--- config.mk ---
export PLATFORM = sky130hd
export DESIGN_NAME = attitude_biquad_complementary_filter_unit
export DESIGN_NICKNAME = d
export VERILOG_FILES = /design/src/design/abcf_pkg.sv /design/src/design/abcf_regs.sv /design/src/design/abcf_biquad.sv /design/src/design/abcf_comp.sv /design/src/design/attitude_biquad_complementary_filter_unit.sv
export SDC_FILE = /design/constraint.sdc
export NUM_CORES = 2
export LEC_CHECK = 0
export ABC_AREA = 1
export ABC_CLOCK_PERIOD_IN_PS = 26900
export BUFFER_PORTS_ARGS = -buffer_cell sky130_fd_sc_hd__buf_4
export CORE_MARGIN = 10
export CORE_UTILIZATION = 50
export CTS_CLUSTER_DIAMETER = 200
export DETAILED_ROUTE_END_ITERATION = 7
export PLACE_DENSITY = 0.73
export SKIP_CTS_REPAIR_TIMING = 1
export SYNTH_ARGS = -nofsm -noshare
export SYNTH_HDL_FRONTEND = slang
export SYNTH_SLANG_ARGS = --single-unit
export TNS_END_PERCENT = 1
--- constraint.sdc ---
create_clock -name clk -period 26.9 [get_ports clk]
set_clock_uncertainty 0.2 [all_clocks]
set_input_delay 6.725 -clock clk [delete_from_list [all_inputs] [get_ports clk]]
set_output_delay 6.725 -clock clk [all_outputs]
set_load 0.02 [all_outputs]
--- src/design/abcf_pkg.sv ---
package abcf_pkg;

	localparam int APB_AW = 5;
	localparam int APB_DW = 32;
	localparam int IDX_W  = 3;

	localparam logic [IDX_W-1:0] REG_BYPASS_MODE  = 3'd0;
	localparam logic [IDX_W-1:0] REG_RATE_NEGATE  = 3'd1;
	localparam logic [IDX_W-1:0] REG_ANGLE_OFFSET = 3'd2;
	localparam logic [IDX_W-1:0] REG_RATE_OFFSET  = 3'd3;
	localparam logic [IDX_W-1:0] REG_GAIN         = 3'd4;
	localparam logic [IDX_W-1:0] REG_ANGLE_SHIFT  = 3'd5;
	localparam logic [IDX_W-1:0] REG_BIAS_SHIFT   = 3'd6;

	localparam logic [4:0] ANGLE_SHIFT_RST = 5'd8;
	localparam logic [4:0] BIAS_SHIFT_RST  = 5'd12;

	typedef struct packed {
		logic               bypass_mode;
		logic               rate_negate;
		logic signed [15:0] angle_offset;
		logic signed [15:0] rate_offset;
		logic signed [31:0] rate_to_angle_gain;
		logic [4:0]         angle_corr_shift;
		logic [4:0]         bias_corr_shift;
	} cfg_t;

endpackage

--- src/design/abcf_regs.sv ---
module abcf_regs
	import abcf_pkg::*;
(
	input  logic              clk,
	input  logic              arst_n,
	input  logic              psel,
	input  logic              penable,
	input  logic              pwrite,
	input  logic [APB_AW-1:0] paddr,
	input  logic [APB_DW-1:0] pwdata,
	output logic [APB_DW-1:0] prdata,
	output logic              pready,
	output cfg_t              cfg
);

	cfg_t            cfg_q;
	logic            wr_en;
	logic [IDX_W-1:0] idx;

	assign idx    = paddr[APB_AW-1:2];
	assign wr_en  = psel && penable && pwrite;
	assign pready = 1'b1;
	assign cfg    = cfg_q;

	always_ff @(posedge clk or negedge arst_n) begin
		if (!arst_n) begin
			cfg_q.bypass_mode        <= 1'b0;
			cfg_q.rate_negate        <= 1'b0;
			cfg_q.angle_offset       <= '0;
			cfg_q.rate_offset        <= '0;
			cfg_q.rate_to_angle_gain <= '0;
			cfg_q.angle_corr_shift   <= ANGLE_SHIFT_RST;
			cfg_q.bias_corr_shift    <= BIAS_SHIFT_RST;
		end else if (wr_en) begin
			case (idx)
				REG_BYPASS_MODE:  cfg_q.bypass_mode        <= pwdata[0];
				REG_RATE_NEGATE:  cfg_q.rate_negate        <= pwdata[0];
				REG_ANGLE_OFFSET: cfg_q.angle_offset       <= pwdata[15:0];
				REG_RATE_OFFSET:  cfg_q.rate_offset        <= pwdata[15:0];
				REG_GAIN:         cfg_q.rate_to_angle_gain <= pwdata;
				REG_ANGLE_SHIFT:  cfg_q.angle_corr_shift   <= pwdata[4:0];
				REG_BIAS_SHIFT:   cfg_q.bias_corr_shift    <= pwdata[4:0];
				default: ;
			endcase
		end
	end

	always_comb begin
		case (idx)
			REG_BYPASS_MODE:  prdata = {31'd0, cfg_q.bypass_mode};
			REG_RATE_NEGATE:  prdata = {31'd0, cfg_q.rate_negate};
			REG_ANGLE_OFFSET: prdata = {16'd0, cfg_q.angle_offset};
			REG_RATE_OFFSET:  prdata = {16'd0, cfg_q.rate_offset};
			REG_GAIN:         prdata = cfg_q.rate_to_angle_gain;
			REG_ANGLE_SHIFT:  prdata = {27'd0, cfg_q.angle_corr_shift};
			REG_BIAS_SHIFT:   prdata = {27'd0, cfg_q.bias_corr_shift};
			default:          prdata = '0;
		endcase
	end

endmodule

--- src/design/abcf_biquad.sv ---
module abcf_biquad
	import abcf_pkg::*;
#(
	parameter int FRAC_BITS = 10,
	parameter int COEF_A0   = 256,
	parameter int COEF_A1   = 512,
	parameter int COEF_A2   = 256,
	parameter int COEF_B1   = -1024,
	parameter int COEF_B2   = 256
) (
	input  logic               clk,
	input  logic               arst_n,
	input  logic               step,
	input  logic signed [31:0] x,
	output logic signed [31:0] y
);

	localparam logic signed [31:0] A0 = 32'(COEF_A0);
	localparam logic signed [31:0] A1 = 32'(COEF_A1);
	localparam logic signed [31:0] A2 = 32'(COEF_A2);
	localparam logic signed [31:0] B1 = 32'(COEF_B1);
	localparam logic signed [31:0] B2 = 32'(COEF_B2);

	logic signed [31:0] x1_q, x2_q, y1_q, y2_q;
	logic signed [63:0] p0, p1, p2, p3, p4;

	assign p0 = A0 * x;
	assign p1 = A1 * x1_q;
	assign p2 = A2 * x2_q;
	assign p3 = B1 * y1_q;
	assign p4 = B2 * y2_q;

	assign y = p0[FRAC_BITS+31:FRAC_BITS] + p1[FRAC_BITS+31:FRAC_BITS]
		+ p2[FRAC_BITS+31:FRAC_BITS] - p3[FRAC_BITS+31:FRAC_BITS]
		- p4[FRAC_BITS+31:FRAC_BITS];

	always_ff @(posedge clk or negedge arst_n) begin
		if (!arst_n) begin
			x1_q <= '0;
			x2_q <= '0;
			y1_q <= '0;
			y2_q <= '0;
		end else if (step) begin
			x1_q <= x;
			x2_q <= x1_q;
			y1_q <= y;
			y2_q <= y1_q;
		end
	end

endmodule

--- src/design/abcf_comp.sv ---
module abcf_comp
	import abcf_pkg::*;
#(
	parameter int FRAC_BITS = 10
) (
	input  logic               clk,
	input  logic               arst_n,
	input  logic               step,
	input  cfg_t               cfg,
	input  logic signed [31:0] x,
	input  logic signed [31:0] a,
	output logic signed [31:0] est
);

	logic signed [31:0] est_q, bias_q;
	logic signed [31:0] diff, est1, err1, est2, err2;
	logic signed [63:0] prod;

	assign diff = x - bias_q;
	assign prod = diff * cfg.rate_to_angle_gain;
	assign est1 = est_q + prod[FRAC_BITS+31:FRAC_BITS];
	assign err1 = est1 - a;
	assign est2 = est1 - (err1 >>> cfg.angle_corr_shift);
	assign err2 = est2 - a;
	assign est  = est2;

	always_ff @(posedge clk or negedge arst_n) begin
		if (!arst_n) begin
			est_q  <= '0;
			bias_q <= '0;
		end else if (step) begin
			est_q  <= est2;
			bias_q <= bias_q + (err2 >>> cfg.bias_corr_shift);
		end
	end

endmodule

--- src/design/attitude_biquad_complementary_filter_unit.sv ---
// One-axis attitude filter: biquad on the gyro rate plus a
// complementary angle filter with gyro-bias tracking.
//
// Input channel: angle_sample, rate_sample with in_valid/in_ready. Output
// channel: angle_out, rate_out with out_valid/out_ready. One result beat
// per input beat, in order.
// Configuration goes through the APB port, registers at byte address 4*i;
// write them only while no beat is in flight.
//
// A beat accepted at an edge waits in the input stage, then moves to the
// output register. Throughput: one beat per cycle while out_ready holds,
// set by the combinational state update (six multipliers, estimate chain).
// The input stage keeps taking beats while the output register holds a
// result; a stalled receiver fills both stages, then in_ready drops.
// Reset clears the filter histories, angle and bias estimates and the
// valid flags; the registers return to their defaults.
module attitude_biquad_complementary_filter_unit
	import abcf_pkg::*;
#(
	parameter int FRAC_BITS = 10,
	parameter int COEF_A0   = 256,
	parameter int COEF_A1   = 512,
	parameter int COEF_A2   = 256,
	parameter int COEF_B1   = -1024,
	parameter int COEF_B2   = 256
) (
	input  logic               clk,
	input  logic               arst_n,
	input  logic               psel,
	input  logic               penable,
	input  logic               pwrite,
	input  logic [APB_AW-1:0]  paddr,
	input  logic [APB_DW-1:0]  pwdata,
	output logic [APB_DW-1:0]  prdata,
	output logic               pready,
	input  logic               in_valid,
	output logic               in_ready,
	input  logic signed [15:0] angle_sample,
	input  logic signed [15:0] rate_sample,
	output logic               out_valid,
	input  logic               out_ready,
	output logic signed [15:0] angle_out,
	output logic signed [15:0] rate_out
);

	cfg_t               cfg;
	logic               valid_s1;
	logic signed [15:0] ang_s1, rate_s1;
	logic signed [15:0] ang_c, rate_d, rate_c;
	logic               out_valid_q;
	logic signed [15:0] angle_q, rate_q;
	logic               adv, accept, step;
	logic signed [31:0] x_fp, a_fp, y, est;

	abcf_regs u_regs (
		.clk, .arst_n, .psel, .penable, .pwrite, .paddr, .pwdata,
		.prdata, .pready, .cfg
	);

	assign ang_c  = angle_sample - cfg.angle_offset;
	assign rate_d = rate_sample - cfg.rate_offset;
	assign rate_c = cfg.rate_negate ? -rate_d : rate_d;

	assign adv      = valid_s1 && (!out_valid_q || out_ready);
	assign in_ready = !valid_s1 || !out_valid_q || out_ready;
	assign accept   = in_valid && in_ready;
	assign step     = adv && !cfg.bypass_mode;

	always_ff @(posedge clk or negedge arst_n) begin
		if (!arst_n) begin
			valid_s1 <= 1'b0;
		end else if (in_ready) begin
			valid_s1 <= in_valid;
		end
	end

	always_ff @(posedge clk) begin
		if (accept) begin
			ang_s1  <= ang_c;
			rate_s1 <= rate_c;
		end
	end

	assign x_fp = 32'(rate_s1) <<< FRAC_BITS;
	assign a_fp = 32'(ang_s1) <<< FRAC_BITS;

	abcf_biquad #(
		.FRAC_BITS(FRAC_BITS), .COEF_A0(COEF_A0), .COEF_A1(COEF_A1),
		.COEF_A2(COEF_A2), .COEF_B1(COEF_B1), .COEF_B2(COEF_B2)
	) u_biquad (
		.clk, .arst_n, .step, .x(x_fp), .y
	);

	abcf_comp #(
		.FRAC_BITS(FRAC_BITS)
	) u_comp (
		.clk, .arst_n, .step, .cfg, .x(x_fp), .a(a_fp), .est
	);

	always_ff @(posedge clk or negedge arst_n) begin
		if (!arst_n) begin
			out_valid_q <= 1'b0;
		end else if (!out_valid_q || out_ready) begin
			out_valid_q <= valid_s1;
		end
	end

	always_ff @(posedge clk) begin
		if (adv) begin
			angle_q <= cfg.bypass_mode ? ang_s1 : est[FRAC_BITS+15:FRAC_BITS];
			rate_q  <= cfg.bypass_mode ? rate_s1 : y[FRAC_BITS+15:FRAC_BITS];
		end
	end

	assign out_valid = out_valid_q;
	assign angle_out = angle_q;
	assign rate_out  = rate_q;

	a_ready_follows: assert property (@(posedge clk) disable iff (!arst_n)
		out_ready |-> in_ready)
		else $error("in_ready low while receiver is ready");

	a_accept_fills: assert property (@(posedge clk) disable iff (!arst_n)
		accept |=> valid_s1)
		else $error("accepted beat not held in input stage");

	a_s1_holds: assert property (@(posedge clk) disable iff (!arst_n)
		(valid_s1 && !adv) |=> (valid_s1 && $stable(ang_s1) && $stable(rate_s1)))
		else $error("stalled input stage lost or changed its beat");

	a_adv_out: assert property (@(posedge clk) disable iff (!arst_n)
		adv |=> out_valid_q)
		else $error("advanced beat missing from output register");

endmodule
== Word level (Yosys, flattened, before mapping) ==
Cells that the tools add are included.

* Input port bits: 76
* Register bits after elaboration: 302
* Word-level logic and storage cells: 65

* Multiply operators: 1
* Multiplexer cells: 4
* $add $sub $neg: 14
* Shift operators: 2
* Reduce and logical (&&, ||, !) cells: 19
* Eq/ne operators: 6

{| class="wikitable"
|+ Operators by type and width
! cell !! number
|-
| 32-bit case mux with 7 select lines || 1
|-
| 32-bit subtractor || 3
|-
| 32-bit adder || 2
|-
| 32-bit by 5-bit >>> shifter with 32-bit output || 2
|-
| 32-bit by 26-bit subtractor with 32-bit output || 2
|-
| 16-bit two-way mux || 3
|-
| 32-bit by 32-bit multiplier with 42-bit output || 1
|-
| 32-bit negator || 1
|-
| 16-bit subtractor || 2
|-
| 26-bit by 32-bit subtractor with 32-bit output || 1
|-
| 26-bit by 24-bit adder with 27-bit output || 1
|-
| 24-bit by 25-bit adder with 26-bit output || 1
|-
| 16-bit negator || 1
|-
| 2-bit AND reduction || 7
|-
| 3-bit == test (second input constant) || 3
|-
| 3-bit by 2-bit == test with 1-bit output (second input constant) || 2
|-
| 1-bit logical AND || 5
|-
| 3-bit by 1-bit == test with 1-bit output (second input constant) || 1
|-
| 1-bit zero test || 3
|-
| 3-bit zero test || 1
|-
| 1-bit logical OR || 3
|}

== Logic depth before layout (Yosys ltp) ==
* Depth after elaboration: 9
* Gate-level depth with buffers: 136
* Mapped depth without buffers: 135

== Modules after synthesis ==
From an unflattened synthesis, not the netlist that was laid out.

* Cell total of the unflattened synthesis: 7732
* Area, all modules: 56993.4 µm²

{| class="wikitable"
|+ Modules (own cells, without submodules)
! module !! cells each !! area each (µm²) !! times used
|-
| abcf_comp || 5520 || 39278.9 || 1
|-
| abcf_biquad || 1217 || 9360.2 || 1
|-
| attitude_biquad_complementary_filter_unit || 563 || 4743.3 || 1
|-
| abcf_regs || 432 || 3611.0 || 1
|}

== Worst setup path before layout ==
No wires, ideal clock.

* Path kind: flip-flop to flip-flop
* Start: register rate_s1[6]
* End: register u_comp.bias_q[29]
* Setup time: 135 ps
* Cell stages (with the launch flop): 110
* Arrival time: 18530 ps
* Setup slack: 8035 ps
* Buffers on the path: 1
* Period minus slack after synthesis: 18865 ps
* Path through: edfxtp_1 -> ha_1 -> a21oi_1 -> o21ai_0 -> a21oi_1 -> nand2_2 -> xnor2_1 -> clkbuf_1 -> nor2_1 -> fa_1 -> inv_1 -> fa_1 -> fa_1 -> fa_1 -> inv_1 -> fa_1 -> fa_1 -> fa_1 -> [74 not listed] -> a31oi_1 -> o21ai_0 -> inv_1 -> nor2_1 -> nor2_1 -> nor2_1 -> nor2_1 -> o21ai_0 -> nand4_1 -> o211ai_1 -> a21oi_1 -> o21ai_0 -> a21oi_1 -> o31ai_1 -> nand3_1 -> nand2_1 -> xor2_1 -> o21ai_0

* Cells in the longest elaborated chain, start to end: 9

{| class="wikitable"
|+ Ends and longest elaborated chain
! element !! line !! source
|-
| start, declared || attitude_biquad_complementary_filter_unit.sv:48 || <nowiki>logic signed [15:0] ang_s1, rate_s1;</nowiki>
|-
| start signal, assigned || attitude_biquad_complementary_filter_unit.sv:80 || <nowiki>rate_s1 <= rate_c;</nowiki>
|-
| 26-bit by 32-bit subtractor with 32-bit output * || abcf_comp.sv:19 || <nowiki>assign diff = x - bias_q;</nowiki>
|-
| 32-bit by 32-bit multiplier with 42-bit output * || abcf_comp.sv:20 || <nowiki>assign prod = diff * cfg.rate_to_angle_gain;</nowiki>
|-
| 32-bit adder * || abcf_comp.sv:21 || <nowiki>assign est1 = est_q + prod[FRAC_BITS+31:FRAC_BITS];</nowiki>
|-
| 32-bit by 26-bit subtractor with 32-bit output || abcf_comp.sv:22 || <nowiki>assign err1 = est1 - a;</nowiki>
|-
| 32-bit by 5-bit >>> shifter with 32-bit output || abcf_comp.sv:23 || <nowiki>assign est2 = est1 - (err1 >>> cfg.angle_corr_shift);</nowiki>
|-
| 32-bit subtractor * || abcf_comp.sv:23 ||
|-
| named net est[18] || attitude_biquad_complementary_filter_unit.sv:53 || <nowiki>logic signed [31:0] x_fp, a_fp, y, est;</nowiki>
|-
| 32-bit by 26-bit subtractor with 32-bit output * || abcf_comp.sv:24 || <nowiki>assign err2 = est2 - a;</nowiki>
|-
| 32-bit by 5-bit >>> shifter with 32-bit output * || abcf_comp.sv:33 || <nowiki>bias_q <= bias_q + (err2 >>> cfg.bias_corr_shift);</nowiki>
|-
| 32-bit adder * || abcf_comp.sv:33 ||
|-
| end signal, assigned || abcf_comp.sv:33 ||
|-
| end, declared || abcf_comp.sv:15 || <nowiki>logic signed [31:0] est_q, bias_q;</nowiki>
|}

The timed path passes the listed nets; every way through them passes the cells marked *.
A chain may end at the register's enable or synchronous reset.

== Worst setup path in the final report ==
* Start: register rate_s1[4]
* End: register u_comp.bias_q[29]

Same word-level chain as after synthesis.

==> flow_metrics.env <==
export IMPL_hold_path_startpoint="valid_s1$_DFFE_PN0N_"
export IMPL_worst_pin_slew_ns=1.24
export IMPL_hpwl_mm=126
export IMPL_die_w_um=336
export IMPL_viasPerCell=5.51
export IMPL_path_max_fanout=16
export IMPL_path_depth=117
export IMPL_wirelength_mm=156
export IMPL_utilization=0.541
export IMPL_grt_total_usage=0.279
export IMPL_detail_route_iter0_violations=3951
export IMPL_critPathBufInv=9
export IMPL_regArea_um2=7830
export IMPL_holdPathStages=2
export IMPL_worstPathRequired_ns=27.17
export IMPL_antenna_found_initial=3
export IMPL_core_area_um2=98700
export IMPL_synth_fp_nets=7620
export IMPL_min_period_over_period=0.900
export IMPL_yosysSeqAreaShare=0.157
export IMPL_yosys_warnings=0
export IMPL_rsz0062_at_grt="false"
export IMPL_cts_root_buf="clkbuf_16"
export IMPL_met1_usage=0.362
export IMPL_period_needed_ns=24.20
export IMPL_synthDistinctLibCells=63
export IMPL_drtPass1Iterations=6
export IMPL_setup_worst_path_start="rate_s1[4]$_DFFE_PP_"
export IMPL_cts_tree="done"
export IMPL_met2_usage=0.448
export IMPL_start_kind="register"
export IMPL_fillers=9294
export IMPL_cap_violations=0
export IMPL_clk_pin_slew_ns=0.06
export IMPL_grt_pass1_vias=43000
export IMPL_busiest_layer="met2"
export IMPL_grt_overflow=0
export IMPL_worstSetupPathType="reg2reg"
export IMPL_vias=42500
export IMPL_crit_path_max_incr_delay_ns=0.72
export IMPL_crit_path_frequent_cell="nand2_1"
export IMPL_fp_dieH_um=336
export IMPL_place_gp_congestion=0.974
export IMPL_grt_use_met3=0.0755
export IMPL_crit_family="compound AO/OA/AOI/OAI gates"
export IMPL_synth_seq_cells=300
export IMPL_clkLatencyLatePin_ns=0.63
export IMPL_areaGrowthSynthToFinish_pct=6.92
export IMPL_cts_sinks=300
export IMPL_synthesis_area_um2=50000
export IMPL_slew_viol_final=0
export IMPL_synth_cells=6397
export IMPL_slew_headroom=0.173
export IMPL_wl_per_cell_um=20.2
export IMPL_clock_path_buffers=3
export IMPL_io_buffers=139
export IMPL_rows=115
export IMPL_start_util=0.506
export IMPL_synth_edf_count=64
export IMPL_critPathCaptureType="register"
export IMPL_status="completed"
export IMPL_clock_fmax_mhz=41.3
export IMPL_finalSetupViolations=0
export IMPL_cts_buffers_inserted=39
export IMPL_arrival_ns=24.47
export IMPL_grt_max_degree=120
export IMPL_synth_async_reset_ratio=0.787
export IMPL_syn_mean_instance_area_um2=7.81
export IMPL_route_detailed_drc=0
export IMPL_timing_rr_start="rate_s1[4]$_DFFE_PP_"
export IMPL_layout_drive_gt1_share=0.0533
export IMPL_nets=7610
export IMPL_slowest_stage="o21ai_0"
export IMPL_synth_ff_type="dfrtp_1"
export IMPL_min_path_type="reg2reg"
export IMPL_rr_worst_depth=117
export IMPL_grt_pass1_wl_mm=244
export IMPL_ioPinCount=143
export IMPL_ant_nets=0
export IMPL_htree_num_levels=2
export IMPL_die_area_um2=113000
export IMPL_multiInputGateArea_um2=36800
export IMPL_setup_tns_ns=0
export IMPL_hold_viol=0
-- final cells by class --
type                       count  area share
multi-input combinational   4656       0.688
sequential                   300       0.147
timing repair buffer         196      0.0277
inverter                    1194      0.0839
tap                         1287      0.0301
clock inverter                17     0.00248
antenna                        1   0.0000468
clock buffer                  54      0.0212
-- registers in the layout, indices dropped and copies added, names as in the netlist --
signal / cells
u_regs.cfg: 76
u_biquad.y1_q: 32
u_comp.bias_q: 32
u_comp.est_q: 32
u_biquad.y2_q: 30
ang_s1: 16
angle_out: 16
rate_out: 16
rate_s1: 16
u_biquad.x1_q: 16
u_biquad.x2_q: 16
out_valid: 1
valid_s1: 1
-- cells in the final DEF (no fill, tap or decap), types with 17 or more instances in the layout --
cell type  instances
nand2_1         1371
inv_1           1168
fa_1             742
nor2_1           630
o21ai_0          475
ha_1             405
a21oi_1          318
dfrtp_1          233
buf_4            195
xor2_1           169
nand3_1          134
xnor2_1           92
edfxtp_1          64
clkbuf_16         41
o21ai_1           38
o21bai_1          22
o211ai_1          22
a31oi_1           21
nand4_1           18
clkinv_1          17
-- worst reg2reg max path: cells and delay by family, from the launching register on --
family | cells | cell delay (ns)
buffers and inverters | 9 | 1.27
xor gates and xnor gates | 5 | 1.35
and+or+nand+nor | 45 | 4.62
DFF | 1 | 0.56
AOI/OAI and AO/OA | 42 | 9.45
adders and majority gates | 16 | 6.64
-- worst paths after layout --
check	slack, ns	end
worst max-delay path	2.70	u_comp.bias_q[29]$_DFFE_PN0P_
worst min-delay path	0.27	out_valid$_DFFE_PN0N_
worst max register to register	2.70	u_comp.bias_q[29]$_DFFE_PN0P_
worst min register to register	0.27	out_valid$_DFFE_PN0N_
max in group asynchronous	18.94	u_regs.cfg[22]$_DFFE_PN0P_
min in group asynchronous	5.98	u_biquad.y1_q[9]$_DFFE_PN0P_
-- cells in the mapped netlist, types with 8 or more instances --
cell type / number / area (um2)
a21o_1: 14 / 105
a21oi_1: 318 / 1590
a221oi_1: 8 / 70.1
a31oi_1: 21 / 131
buf_1: 8 / 30.0
buf_2: 15 / 75.1
clkbuf_1: 223 / 837
clkinv_1: 16 / 60.1
dfrtp_1: 233 / 5830
edfxtp_1: 64 / 1920
fa_1: 742 / 14900
ha_1: 405 / 5070
inv_1: 1169 / 4390
inv_2: 9 / 33.8
mux2i_1: 11 / 110
nand2_1: 1371 / 5150
nand2_2: 11 / 68.8
nand3_1: 135 / 676
nand3b_1: 10 / 75.1
nand4_1: 18 / 113
nor2_1: 632 / 2370
nor2_2: 9 / 56.3
nor3_1: 15 / 75.1
o211ai_1: 22 / 165
o21ai_0: 475 / 2380
o21ai_1: 38 / 190
o21bai_1: 22 / 165
o221ai_1: 14 / 123
o22ai_1: 8 / 50.1
o31ai_1: 8 / 60.1
or2_2: 14 / 87.6
xnor2_1: 93 / 815
xor2_1: 169 / 1480
-- routing by layer --
metal,vias to the layer above,wire [um]
met4,6,6080
met1,20600,62800
li1,19700,-
met3,353,16300
met5,-,29
met2,1819,70500
-- stage by stage --
stage               setup WS (ns)  instances  hold slack [ns]  cell area, um2
floorplan                    8.04       6397            0.246           50000
global placement             3.17       7633            0.251           52200
detailed placement           3.09       7633            0.265           52200
CTS                          2.98       7704            0.279           53400
global route                0.632       7704            0.304           53400
finish                       2.70       7705            0.273           53400
-- logic make-up (layout without fill, tap and decap cells) --
group                    after synthesis  in the layout  synth area share
AND/OR/NAND/NOR                     2244           2244             0.179
buffers and inverters               1441           1461             0.109
adder cells (fa/ha/maj)             1147           1147             0.399
AO/OA/AOI/OAI                        985            985             0.107
flip-flops                           300            300             0.157
XOR/XNOR                             268            268            0.0481
multiplexers                          11             11           0.00220
other                                  1              2         0.0000750
Power is left out: the tool's default activity adds up to more than one toggle a clock period on the data nets, which glitch-free logic cannot reach.
